File: config.mk
export PLATFORM = sky130hd
export DESIGN_NAME = tga_rle_image_decoder_unit
export DESIGN_NICKNAME = d
export VERILOG_FILES = /design/src/sv/tgadec_pkg.sv /design/src/sv/tgadec_in_stage.sv /design/src/sv/tgadec_parser.sv /design/src/sv/tgadec_out_stage.sv /design/src/sv/tga_rle_image_decoder_unit.sv
export SDC_FILE = /design/constraint.sdc
export NUM_CORES = 1
export LEC_CHECK = 0
export BUFFER_PORTS_ARGS = -buffer_cell sky130_fd_sc_hd__buf_2
export CAP_MARGIN = 20
export CELL_PAD_IN_SITES_DETAIL_PLACEMENT = 0
export CELL_PAD_IN_SITES_GLOBAL_PLACEMENT = 1
export CORE_MARGIN = 2
export CORE_UTILIZATION = 45
export DETAILED_ROUTE_END_ITERATION = 12
export PLACE_DENSITY = 0.87
export SYNTH_ARGS = -nofsm -noshare
export SYNTH_HDL_FRONTEND = slang
export SYNTH_SLANG_ARGS = --single-unit
File: constraint.sdc
create_clock -name clk_i -period 5.9 [get_ports clk_i]
set_clock_uncertainty 0.15 [all_clocks]
set_input_delay 0.59 -clock clk_i [delete_from_list [all_inputs] [get_ports clk_i]]
set_output_delay 0.59 -clock clk_i [all_outputs]
set_load 0.05 [all_outputs]
File: src/sv/tgadec_pkg.sv
// Shared types and constants of the truecolour TGA run-length decoder.
// Used by the parser, the output stage and the top level; no dependencies.
package tgadec_pkg;

  typedef enum logic [2:0] {
    PH_IDLE    = 3'd0,
    PH_HEADER  = 3'd1,
    PH_IDSKIP  = 3'd2,
    PH_PKTHDR  = 3'd3,
    PH_PIXDATA = 3'd4,
    PH_DONE    = 3'd5
  } phase_e;

  typedef enum logic [1:0] {
    KIND_HEADER = 2'd0,
    KIND_RUN    = 2'd1,
    KIND_ERROR  = 2'd2
  } kind_e;

  // Header byte positions of interest.
  localparam logic [4:0] HdrIdLen    = 5'd0;
  localparam logic [4:0] HdrType     = 5'd2;
  localparam logic [4:0] HdrWidthLo  = 5'd12;
  localparam logic [4:0] HdrWidthHi  = 5'd13;
  localparam logic [4:0] HdrHeightLo = 5'd14;
  localparam logic [4:0] HdrHeightHi = 5'd15;
  localparam logic [4:0] HdrDepth    = 5'd16;
  localparam logic [4:0] HdrLast     = 5'd17;

  localparam logic [7:0] TypeRaw = 8'd2;
  localparam logic [7:0] TypeRle = 8'd10;

  localparam logic [2:0] DepthRgb  = 3'd3;
  localparam logic [2:0] DepthRgba = 3'd4;

  localparam logic [7:0] RunBias = 8'd127;

  typedef struct packed {
    kind_e       kind;
    logic [15:0] image_width;
    logic [15:0] image_height;
    logic [2:0]  pixel_bytes;
    logic [7:0]  red;
    logic [7:0]  green;
    logic [7:0]  blue;
    logic [7:0]  alpha;
    logic [7:0]  repeat_count;
    logic        end_of_image;
  } result_t;

endpackage

File: src/sv/tgadec_in_stage.sv
// Input register of the decoder: holds one file byte and its start flag.
// Depends on nothing but the advance signal from the top level.
module tgadec_in_stage (
  input  logic       clk_i,
  input  logic       rst_ni,
  input  logic       valid_i,
  output logic       ready_o,
  input  logic [7:0] data_i,
  input  logic       sof_i,
  input  logic       advance_i,
  output logic       valid_o,
  output logic [7:0] data_o,
  output logic       sof_o
);

  logic       vld_q;
  logic [7:0] data_q;
  logic       sof_q;

  // The held item leaves whenever the stage behind it advances.
  assign ready_o = !vld_q || advance_i;

  always_ff @(posedge clk_i or negedge rst_ni) begin
    if (!rst_ni) begin
      vld_q <= 1'b0;
    end else if (ready_o) begin
      vld_q <= valid_i;
    end
  end

  always_ff @(posedge clk_i) begin
    if (valid_i && ready_o) begin
      data_q <= data_i;
      sof_q  <= sof_i;
    end
  end

  assign valid_o = vld_q;
  assign data_o  = data_q;
  assign sof_o   = sof_q;

endmodule

File: src/sv/tgadec_parser.sv
// Header parser and pixel decoder: all parse state and the result logic.
// Depends on tgadec_pkg for the phase codes and the result structure.
module tgadec_parser (
  input  logic                 clk_i,
  input  logic                 rst_ni,
  input  logic                 step_i,
  input  logic [7:0]           data_i,
  input  logic                 sof_i,
  output logic                 res_valid_o,
  output tgadec_pkg::result_t  res_o
);

  tgadec_pkg::phase_e phase_q, phase_d;
  logic [4:0]  hdr_idx_q, hdr_idx_d;
  logic [7:0]  id_left_q, id_left_d;
  logic        rle_q, rle_d;
  logic [15:0] width_q, width_d;
  logic [15:0] height_q, height_d;
  logic [2:0]  depth_q, depth_d;
  logic [31:0] pix_left_q, pix_left_d;
  logic [7:0]  pkt_left_q, pkt_left_d;
  logic [7:0]  run_len_q, run_len_d;
  logic [1:0]  bip_q, bip_d;
  logic [23:0] color_q, color_d;
  logic        fbad_q, fbad_d;

  always_comb begin
    tgadec_pkg::phase_e ph;
    logic [4:0]  idx;
    logic [7:0]  rep;
    logic [31:0] remain;
    logic [7:0]  pkt_dec;
    logic [7:0]  id_dec;

    phase_d    = phase_q;
    hdr_idx_d  = hdr_idx_q;
    id_left_d  = id_left_q;
    rle_d      = rle_q;
    width_d    = width_q;
    height_d   = height_q;
    depth_d    = depth_q;
    pix_left_d = pix_left_q;
    pkt_left_d = pkt_left_q;
    run_len_d  = run_len_q;
    bip_d      = bip_q;
    color_d    = color_q;
    fbad_d     = fbad_q;
    res_valid_o = 1'b0;
    res_o       = '0;

    // A start flag restarts the header whatever was in progress.
    ph  = sof_i ? tgadec_pkg::PH_HEADER : phase_q;
    idx = sof_i ? '0 : hdr_idx_q;
    if (sof_i) begin
      fbad_d = 1'b0;
    end

    rep     = (run_len_q != 8'd0) ? run_len_q : 8'd1;
    if ({24'd0, rep} > pix_left_q) begin
      rep = pix_left_q[7:0];
    end
    remain  = pix_left_q - {24'd0, rep};
    pkt_dec = pkt_left_q - 8'd1;
    id_dec  = id_left_q - 8'd1;

    unique case (ph)
      tgadec_pkg::PH_HEADER: begin
        unique case (idx)
          tgadec_pkg::HdrIdLen:    id_left_d = data_i;
          tgadec_pkg::HdrType: begin
            rle_d = (data_i == tgadec_pkg::TypeRle);
            if (data_i != tgadec_pkg::TypeRaw && data_i != tgadec_pkg::TypeRle) begin
              fbad_d = 1'b1;
            end
          end
          tgadec_pkg::HdrWidthLo:  width_d[7:0]   = data_i;
          tgadec_pkg::HdrWidthHi:  width_d[15:8]  = data_i;
          tgadec_pkg::HdrHeightLo: height_d[7:0]  = data_i;
          tgadec_pkg::HdrHeightHi: height_d[15:8] = data_i;
          tgadec_pkg::HdrDepth: begin
            if (data_i[7:3] == {2'd0, tgadec_pkg::DepthRgb} ||
                data_i[7:3] == {2'd0, tgadec_pkg::DepthRgba}) begin
              depth_d = data_i[5:3];
            end else begin
              fbad_d = 1'b1;
            end
          end
          default: ;
        endcase
        if (idx < tgadec_pkg::HdrLast) begin
          hdr_idx_d = idx + 5'd1;
        end else begin
          hdr_idx_d   = idx;
          res_valid_o = 1'b1;
          if (fbad_d) begin
            phase_d    = tgadec_pkg::PH_DONE;
            res_o.kind = tgadec_pkg::KIND_ERROR;
          end else begin
            pix_left_d = {16'd0, width_q} * {16'd0, height_q};
            bip_d      = '0;
            color_d    = '0;
            pkt_left_d = '0;
            run_len_d  = '0;
            res_o.kind         = tgadec_pkg::KIND_HEADER;
            res_o.image_width  = width_q;
            res_o.image_height = height_q;
            res_o.pixel_bytes  = depth_q;
            res_o.end_of_image = (width_q == 16'd0) || (height_q == 16'd0);
            if (res_o.end_of_image) begin
              phase_d = tgadec_pkg::PH_DONE;
            end else if (id_left_q != 8'd0) begin
              phase_d = tgadec_pkg::PH_IDSKIP;
            end else begin
              phase_d = rle_q ? tgadec_pkg::PH_PKTHDR : tgadec_pkg::PH_PIXDATA;
            end
          end
        end
      end
      tgadec_pkg::PH_IDSKIP: begin
        id_left_d = id_dec;
        if (id_dec == 8'd0) begin
          phase_d = rle_q ? tgadec_pkg::PH_PKTHDR : tgadec_pkg::PH_PIXDATA;
        end
      end
      tgadec_pkg::PH_PKTHDR: begin
        if (!data_i[7]) begin
          run_len_d  = '0;
          pkt_left_d = data_i + 8'd1;
        end else begin
          run_len_d  = data_i - tgadec_pkg::RunBias;
          pkt_left_d = 8'd1;
        end
        bip_d   = '0;
        color_d = '0;
        phase_d = tgadec_pkg::PH_PIXDATA;
      end
      tgadec_pkg::PH_PIXDATA: begin
        if ({1'b0, bip_q} + 3'd1 < depth_q) begin
          unique case (bip_q)
            2'd0:    color_d[7:0]   = color_q[7:0] | data_i;
            2'd1:    color_d[15:8]  = color_q[15:8] | data_i;
            2'd2:    color_d[23:16] = color_q[23:16] | data_i;
            default: ;
          endcase
          bip_d = bip_q + 2'd1;
        end else begin
          res_valid_o        = 1'b1;
          res_o.kind         = tgadec_pkg::KIND_RUN;
          res_o.pixel_bytes  = depth_q;
          res_o.green        = color_q[15:8];
          res_o.blue         = color_q[7:0];
          if (depth_q == tgadec_pkg::DepthRgba) begin
            res_o.red   = color_q[23:16];
            res_o.alpha = data_i;
          end else begin
            res_o.red   = data_i;
            res_o.alpha = '0;
          end
          res_o.repeat_count = rep;
          res_o.end_of_image = (remain == 32'd0);
          pix_left_d = remain;
          bip_d      = '0;
          color_d    = '0;
          if (remain == 32'd0) begin
            phase_d = tgadec_pkg::PH_DONE;
          end else if (rle_q) begin
            pkt_left_d = pkt_dec;
            if (pkt_dec == 8'd0) begin
              phase_d = tgadec_pkg::PH_PKTHDR;
            end
          end
        end
      end
      default: ;
    endcase

    // In the header phase the index must follow the restart even without a result.
    if (sof_i && ph == tgadec_pkg::PH_HEADER && idx < tgadec_pkg::HdrLast) begin
      phase_d = tgadec_pkg::PH_HEADER;
    end
  end

  always_ff @(posedge clk_i or negedge rst_ni) begin
    if (!rst_ni) begin
      phase_q    <= tgadec_pkg::PH_IDLE;
      hdr_idx_q  <= '0;
      id_left_q  <= '0;
      rle_q      <= 1'b0;
      width_q    <= '0;
      height_q   <= '0;
      depth_q    <= tgadec_pkg::DepthRgb;
      pix_left_q <= '0;
      pkt_left_q <= '0;
      run_len_q  <= '0;
      bip_q      <= '0;
      color_q    <= '0;
      fbad_q     <= 1'b0;
    end else if (step_i) begin
      phase_q    <= phase_d;
      hdr_idx_q  <= hdr_idx_d;
      id_left_q  <= id_left_d;
      rle_q      <= rle_d;
      width_q    <= width_d;
      height_q   <= height_d;
      depth_q    <= depth_d;
      pix_left_q <= pix_left_d;
      pkt_left_q <= pkt_left_d;
      run_len_q  <= run_len_d;
      bip_q      <= bip_d;
      color_q    <= color_d;
      fbad_q     <= fbad_d;
    end
  end

endmodule

File: src/sv/tgadec_out_stage.sv
// Result register of the decoder: holds one result item until it is taken.
// Depends on tgadec_pkg for the result structure.
module tgadec_out_stage (
  input  logic                clk_i,
  input  logic                rst_ni,
  input  logic                load_i,
  input  tgadec_pkg::result_t res_i,
  input  logic                ready_i,
  output logic                valid_o,
  output tgadec_pkg::result_t res_o
);

  logic                vld_q;
  tgadec_pkg::result_t res_q;

  always_ff @(posedge clk_i or negedge rst_ni) begin
    if (!rst_ni) begin
      vld_q <= 1'b0;
    end else if (load_i) begin
      vld_q <= 1'b1;
    end else if (ready_i) begin
      vld_q <= 1'b0;
    end
  end

  always_ff @(posedge clk_i) begin
    if (load_i) begin
      res_q <= res_i;
    end
  end

  assign valid_o = vld_q;
  assign res_o   = res_q;

endmodule

File: src/sv/tga_rle_image_decoder_unit.sv
// Truecolour TGA stream decoder, one file byte per item, uncompressed and run-length.
// A byte that is accepted waits in the input register; its parse step loads any result item into the result register.
// Throughput: one byte per cycle, set by the single parse step between the input
// register and the result register; the whole pipeline stalls only while a result waits.
// Reset: asynchronous, active low; the parser waits for a start flag, both stages empty.
// Depends on tgadec_pkg, tgadec_in_stage, tgadec_parser and tgadec_out_stage.
module tga_rle_image_decoder_unit (
  input  logic        clk_i,
  input  logic        rst_ni,
  input  logic        s_axis_tvalid,
  output logic        s_axis_tready,
  input  logic [7:0]  s_axis_tdata,  // data_byte[7:0]
  input  logic        s_axis_tuser,  // start_of_file
  output logic        m_axis_tvalid,
  input  logic        m_axis_tready,
  // image_width[15:0], image_height[31:16], pixel_bytes[34:32], red[42:35],
  // green[50:43], blue[58:51], alpha[66:59], repeat_count[74:67], zero[79:75]
  output logic [79:0] m_axis_tdata,
  output logic [1:0]  m_axis_tuser,  // kind
  output logic        m_axis_tlast   // end_of_image
);

  logic                in_vld;
  logic [7:0]          in_data;
  logic                in_sof;
  logic                advance;
  logic                step;
  logic                res_vld;
  tgadec_pkg::result_t res;
  tgadec_pkg::result_t out_res;

  assign advance = !m_axis_tvalid || m_axis_tready;
  assign step    = in_vld && advance;

  tgadec_in_stage u_in (
    .clk_i     (clk_i),
    .rst_ni    (rst_ni),
    .valid_i   (s_axis_tvalid),
    .ready_o   (s_axis_tready),
    .data_i    (s_axis_tdata),
    .sof_i     (s_axis_tuser),
    .advance_i (advance),
    .valid_o   (in_vld),
    .data_o    (in_data),
    .sof_o     (in_sof)
  );

  tgadec_parser u_parser (
    .clk_i       (clk_i),
    .rst_ni      (rst_ni),
    .step_i      (step),
    .data_i      (in_data),
    .sof_i       (in_sof),
    .res_valid_o (res_vld),
    .res_o       (res)
  );

  tgadec_out_stage u_out (
    .clk_i   (clk_i),
    .rst_ni  (rst_ni),
    .load_i  (step && res_vld),
    .res_i   (res),
    .ready_i (m_axis_tready),
    .valid_o (m_axis_tvalid),
    .res_o   (out_res)
  );

  assign m_axis_tdata = {5'd0, out_res.repeat_count, out_res.alpha, out_res.blue,
                         out_res.green, out_res.red, out_res.pixel_bytes,
                         out_res.image_height, out_res.image_width};
  assign m_axis_tuser = out_res.kind;
  assign m_axis_tlast = out_res.end_of_image;

endmodule
Word level (Yosys, flattened, before mapping)
Cells that the tools add are included.

cells by class
  muxes and demuxes = 66
  bitwise operators = 6
  order comparisons = 3
  reduce and logical (&&, ||, !) cells = 46
  $add $sub $neg = 8
  equality and inequality tests = 32
  $mul = 1

operator list
  operator             count
  $mux 8               15
  $mux 32              3
  $mux 24              3
  $pmux 24 s3          1
  $pmux 32 s2          1
  $mux 44              1
  $mux 37              1
  $mux 3               12
  $mux 35              1
  $gt 8x32->1          1
  $logic_not 16->1     2
  $logic_not 32->1     1
  $mul 16x16->32       1
  $pmux 8 s2           2
  $sub 32x8->32        1
  $or 8x8->8           3
  $pmux 8 s3           1
  $eq 5x4->1 const B   4
  $reduce_and 5->1     4
  $reduce_and 3->1     6
  $logic_not 8->1      2
  $reduce_bool 8->1    2
  $sub 8x1->8 const B  2
  $ne 3x3->1 const B   5
  other kinds (44)     87

word-level totals
  output and inout port bits = 85
  bits of input ports = 13
  word-level logic and storage cells = 193
  register bits = 216

Longest topological paths before layout
  depth in word-level cells = 10
  mapped depth = 24
  mapped depth without buffers = 23

Cells and area by module
A second synthesis with hierarchy kept.

second synthesis, totals
  cells, all modules = 2052
  area, all modules = 19321.0 um^2

by module, submodules not included
  module                      cells each  times used  area an instance (um^2)  seq. area each (um^2)
  tgadec_parser               1949        1           16550.9                  3180.6
  tgadec_out_stage            81          1           2378.5                   2367.3
  tgadec_in_stage             13          1           324.1                    295.3
  tga_rle_image_decoder_unit  9           1           67.6                     0.0

Least setup slack after synthesis
Ideal clock, no wire load.

  kind = reg-to-reg
  from = reg u_parser.height_q[6]
  to = reg u_parser.pix_left_q[20]
  data required time = 5.624 ns
  clock period less this slack = 6.351 ns
  arrival time = 6.075 ns
  setup slack = -0.451 ns
  path buffers = 2
  setup time = 0.126 ns
  stages on the path, launching flop included = 23
  cell sequence = dfrtp_1 -> clkbuf_1 -> clkbuf_1 -> nand2_1 -> fa_1 -> inv_1 -> fa_1 -> inv_1 -> fa_1 -> fa_1 -> inv_1 -> fa_1 -> fa_1 -> ha_1 -> a21o_1 -> a21o_1 -> a21o_1 -> a22o_1 -> o21a_1 -> nor2_1 -> o21ai_0 -> xor2_1 -> a221o_1

on the way
  word-level cells in the longest chain between the ends = 4

ends and longest elaborated chain
  element                 line                  text
  from (decl)             tgadec_parser.sv:18   logic [15:0] height_q, height_d;
  from (signal assigned)  tgadec_parser.sv:204  height_q <= height_d;
  $mul 16x16->32          tgadec_parser.sv:99   pix_left_d = {16'd0, width_q} * {16'd0, height_q};
  $mux 32                 tgadec_parser.sv:95   if (fbad_d) begin
  $mux 32                 tgadec_parser.sv:90   if (idx < tgadec_pkg::HdrLast) begin
  $pmux 32 s2             tgadec_parser.sv:66   unique case (ph)
  to (signal assigned)    tgadec_parser.sv:206  pix_left_q <= pix_left_d;
  to (decl)               tgadec_parser.sv:20   logic [31:0] pix_left_q, pix_left_d;

Every way passes these cells. The select of a mux whose other input is x is not followed.
A chain may end at the register's enable or synchronous reset.

Worst setup path after layout
  from = reg u_parser.width_q[9]
  to = reg u_parser.pix_left_q[28]

on the way
  word-level cells in the longest chain between the ends = 4

ends and longest elaborated chain
  element                 line                  text
  from (decl)             tgadec_parser.sv:17   logic [15:0] width_q, width_d;
  from (signal assigned)  tgadec_parser.sv:203  width_q <= width_d;
  $mul 16x16->32          tgadec_parser.sv:99
  $mux 32                 tgadec_parser.sv:95
  $mux 32                 tgadec_parser.sv:90
  $pmux 32 s2             tgadec_parser.sv:66

Every way passes these cells. The select of a mux whose other input is x is not followed.

==> impl_metrics.py <==
metrics = {
    "worst_setup_path": {
        "critPathRequiredTime_ns": 6.22,
        "critPathKind": "reg -> reg",
        "arrival_ns": 6.33,
        "start_kind": "flip-flop",
        "crit_path_end_kind": "flip-flop",
        "critPathMaxFanout": 4,
    },
    "logic_synthesis": {
        "synth_top_area_cell": "fa_1",
        "ys_seq_area_share_pct": 30.2,
        "synth.area.top_cells": "fa_1, dfrtp_1, edfxtp_1",
        "synth-edff-count": 87,
        "ys.flop_type": "dfrtp_1",
        "synth_warnings": 0,
        "synth_top_area_share_pct": 20.2,
        "syn_area_um2": 19300,
        "avgSynthCellArea_um2": 9.47,
        "synth-seq-cells": 216,
        "async_flop_share_pct": 59.7,
        "synthCells": 2043,
        "yosys.cell_types.count": 90,
    },
    "power": {
        "power_density_nw_per_um2": 242,
        "leakage_nw": 10.7,
        "vdd_drop_max_mv": 0.261,
    },
    "sta": {
        "finalSetupViolCount": 10,
        "finalCritPeriodShare_pct": 102,
        "layout_setup_ws_ns": -0.110,
        "slew_violations": 0,
        "fin_setup_tns_ns": -0.586,
        "fmax_ghz": 0.166,
        "fin_crit_ns": 6.01,
        "worst_slew_pin_slew_ns": 1.10,
        "hold_viol": 0,
        "rsz0062_at_grt": "yes",
        "slew_headroom_pct": 26.7,
        "fin_hold_ws_ns": 0.0708,
    },
    "die": {
        "rows": 75,
        "io_pins": 98,
        "fp.dieW_um": 211,
        "dieArea_um2": 44700,
        "core_um2": 42200,
        "start_util_pct": 45.8,
        "die_h_um": 211,
    },
    "cells_and_area": {
        "final_cell_area_um2": 22900,
        "layout-drive-gt1-share_pct": 22.2,
        "nNetsFinal": 2569,
        "antenna_cells": 0,
        "area_growth_syn_to_layout_pct": 18.5,
    },
    "drt": {
        "vias": 15688,
        "dr.max_layer_used": "met4",
        "first_pass_iters": 5,
        "post_drt_via_cell_ratio": 5.64,
        "wl_met2_um": 26300,
        "drc_errors": 0,
        "m1WireLength_um": 21900,
        "drt-initial-drc-count": 1153,
        "routed_wl_um": 53900,
        "routedWlPerCell_um": 19.4,
        "antenna_left": 0,
        "wl_met3_um": 3160,
    },
    "run": {
        "maxCapViolCount": 0,
    },
    "grt": {
        "grt_start_max_net_pins": 61,
        "antenna_found_initial": 0,
        "grt_pass1_vias": 16201,
        "grt_pass1_wl_um": 85600,
        "grtUsageTotal_pct": 24.3,
        "grt-ovfl-total": 0,
    },
    "placed_design": {
        "gp_congestion": 0.894,
        "place_area_um2": 21100,
        "place.port_buffers": 92,
        "dpl.hpwl_um": 40000,
    },
    "cts": {
        "cts_tree": "done",
        "root_buffer": "clkbuf_16",
        "cts.sinks": 216,
        "numCtsBuffers": 25,
        "clk_pin_slew_ns": 0.06,
        "htree_levels": 1,
        "clk_path_buf_depth": 3,
        "clk_latency_ns": 0.55,
    },
    "outcome": {
        "outcome": "complete, but fails checks",
        "violations": "setup timing",
    },
    "min_path": {
        "hp-class": "in -> reg",
    },
}
[final cells by class]
class / count / area (um^2)
fill: 3671 / 19300
multi-input combinational: 1449 / 12500
sequential: 216 / 5870
timing repair buffer: 284 / 2090
inverter: 248 / 932
tap: 539 / 674
clock buffer: 28 / 657
clock inverter: 18 / 219
[kinds of logic (layout without fill, tap and decap cells)]
family	count (synthesis)	in the layout	synth area share [%]
AO/OA/AOI/OAI	307	307	10.2
multiplexers	47	47	2.68
other	1	5	0.0194
buffers and inverters	382	578	7.68
XOR/XNOR	46	46	2.08
flip-flops	216	216	30.2
adder cells (fa/ha/maj)	332	332	29.0
AND/OR/NAND/NOR	712	712	18.1
[stage by stage]
stage / worst slack (ns) / utilization (%) / std cells / total power, mW
5_1_grt: -0.292 / 54.3 / 2782 / 5.84
3_5_place_dp: -0.387 / 50.1 / 2684 / 3.84
3_3_place_gp: -0.262 / 50.0 / 2683 / 3.78
2_1_floorplan: -0.0155 / - / 2047 / 3.35
6_report: -0.110 / 54.3 / 2782 / 5.54
4_1_cts: -0.120 / 53.2 / 2755 / 5.52
[worst max-delay path: stages (launching register included)]
cell and delay [ns]:
dfrtp_2 0.44, buf_4 0.13, buf_4 0.09, nand2_1 0.06
fa_1 0.53, fa_1 0.53, inv_1 0.05, fa_1 0.49
inv_2 0.05, fa_1 0.52, inv_1 0.05, fa_2 0.53
fa_1 0.46, ha_4 0.30, nand4_1 0.16, nor2_1 0.16
nor3_2 0.06, a21oi_2 0.17, a22o_1 0.20, a31oi_4 0.06
or3b_4 0.39, a41o_1 0.24, a21oi_2 0.12
[cell usage after synthesis (all sizes together) (8+ instances only)]
cell type / number
o21ai: 70
buf: 19
dfrtp: 127
inv: 247
nor2: 136
nor3: 35
nand4: 16
and3: 29
nor2b: 14
clkbuf: 114
mux2i: 8
or3: 12
nor4: 33
o22ai: 10
mux2: 39
a31oi: 12
fa: 195
nand2b: 15
and2: 130
nand3: 21
a21oi: 104
edfxtp: 87
o31ai: 15
xnor2: 24
o21a: 9
xor2: 22
nand2: 246
a21o: 17
ha: 137
[report_power, final]
group	internal, mW	leakage, nW	switching, mW	total [mW]
clock network	0.985	0.420	0.670	1.65
registers	1.86	2.49	0.260	2.12
logic	0.587	7.83	1.18	1.77
total	3.43	10.7	2.11	5.54
[final timing paths]
| path | from | to | slack [ns] | cells after the start |
|---|---|---|---|---|
| hold / removal | s_axis_tuser | u_in.sof_o | 0.07 | 1 |
| setup reg to reg | u_parser.width_q[9] | u_parser.pix_left_q[28] | -0.11 | 22 |
| min in group asynchronous | rst_ni | u_parser.color_q[15] | 0.43 | 2 |
| setup / recovery | u_parser.width_q[9] | u_parser.pix_left_q[28] | -0.11 | 22 |
| hold reg to reg | u_parser.run_len_q[0] | u_parser.run_len_q[0] | 0.34 | 2 |
| max in group asynchronous | rst_ni | u_parser.width_q[1] | 4.04 | 3 |
[state kept, by name, indices dropped and copies added (netlist names)]
name                 count
u_parser.rle_q           1
u_parser.depth_q         3
u_parser.pix_left_q     32
u_parser.width_q        16
u_in.sof_o               1
u_parser.phase_q         3
u_parser.run_len_q       8
u_in.valid_o             1
u_parser.color_q        24
u_parser.hdr_idx_q       5
u_parser.bip_q           2
u_out.res_o             78
u_in.data_o              8
u_parser.fbad_q          1
u_parser.height_q       16
u_parser.id_left_q       8
u_out.valid_o            1
u_parser.pkt_left_q      8
[layout by cell type (no fill, tap or decap), drive strengths merged, types with 6 or more instances in the layout]
cell | synthesis | routed
buf | 19 | 283
inv | 247 | 248
nand2 | 246 | 246
fa | 195 | 195
ha | 137 | 137
nor2 | 136 | 136
and2 | 130 | 130
dfrtp | 127 | 127
a21oi | 104 | 104
edfxtp | 87 | 87
o21ai | 70 | 70
mux2 | 39 | 39
nor3 | 35 | 35
nor4 | 33 | 33
and3 | 29 | 29
clkbuf | 114 | 28
xnor2 | 24 | 24
xor2 | 22 | 22
nand3 | 21 | 21
a21o | 17 | 17
nand4 | 16 | 16
nand2b | 15 | 15
o31ai | 15 | 15
nor2b | 14 | 14
or3 | 12 | 12
a31oi | 12 | 12
clkinv | 1 | 11
o22ai | 10 | 10
o21a | 9 | 9
mux2i | 8 | 8
o211ai | 7 | 7
a211oi | 7 | 7
a22oi | 7 | 7
or2 | 7 | 7
o21bai | 6 | 6
[metal layers]
layer	GRT usage, %	vias to the layer above
li1	-	7106
met1	31.3	7856
met2	40.4	566
met3	3.89	160
met4	11.2	0
met5	0	-
[what timing repair did]
action | in CTS | in global routing
endpoints found under the setup margin | 18 | 30
pin swaps | 65 | 59
resized for setup | 76 | 66
hold endpoints to repair | 39 | 0
buffers inserted | 24 | 26
hold buffers | 1 | 0
(Power assumes the default switching activity.)
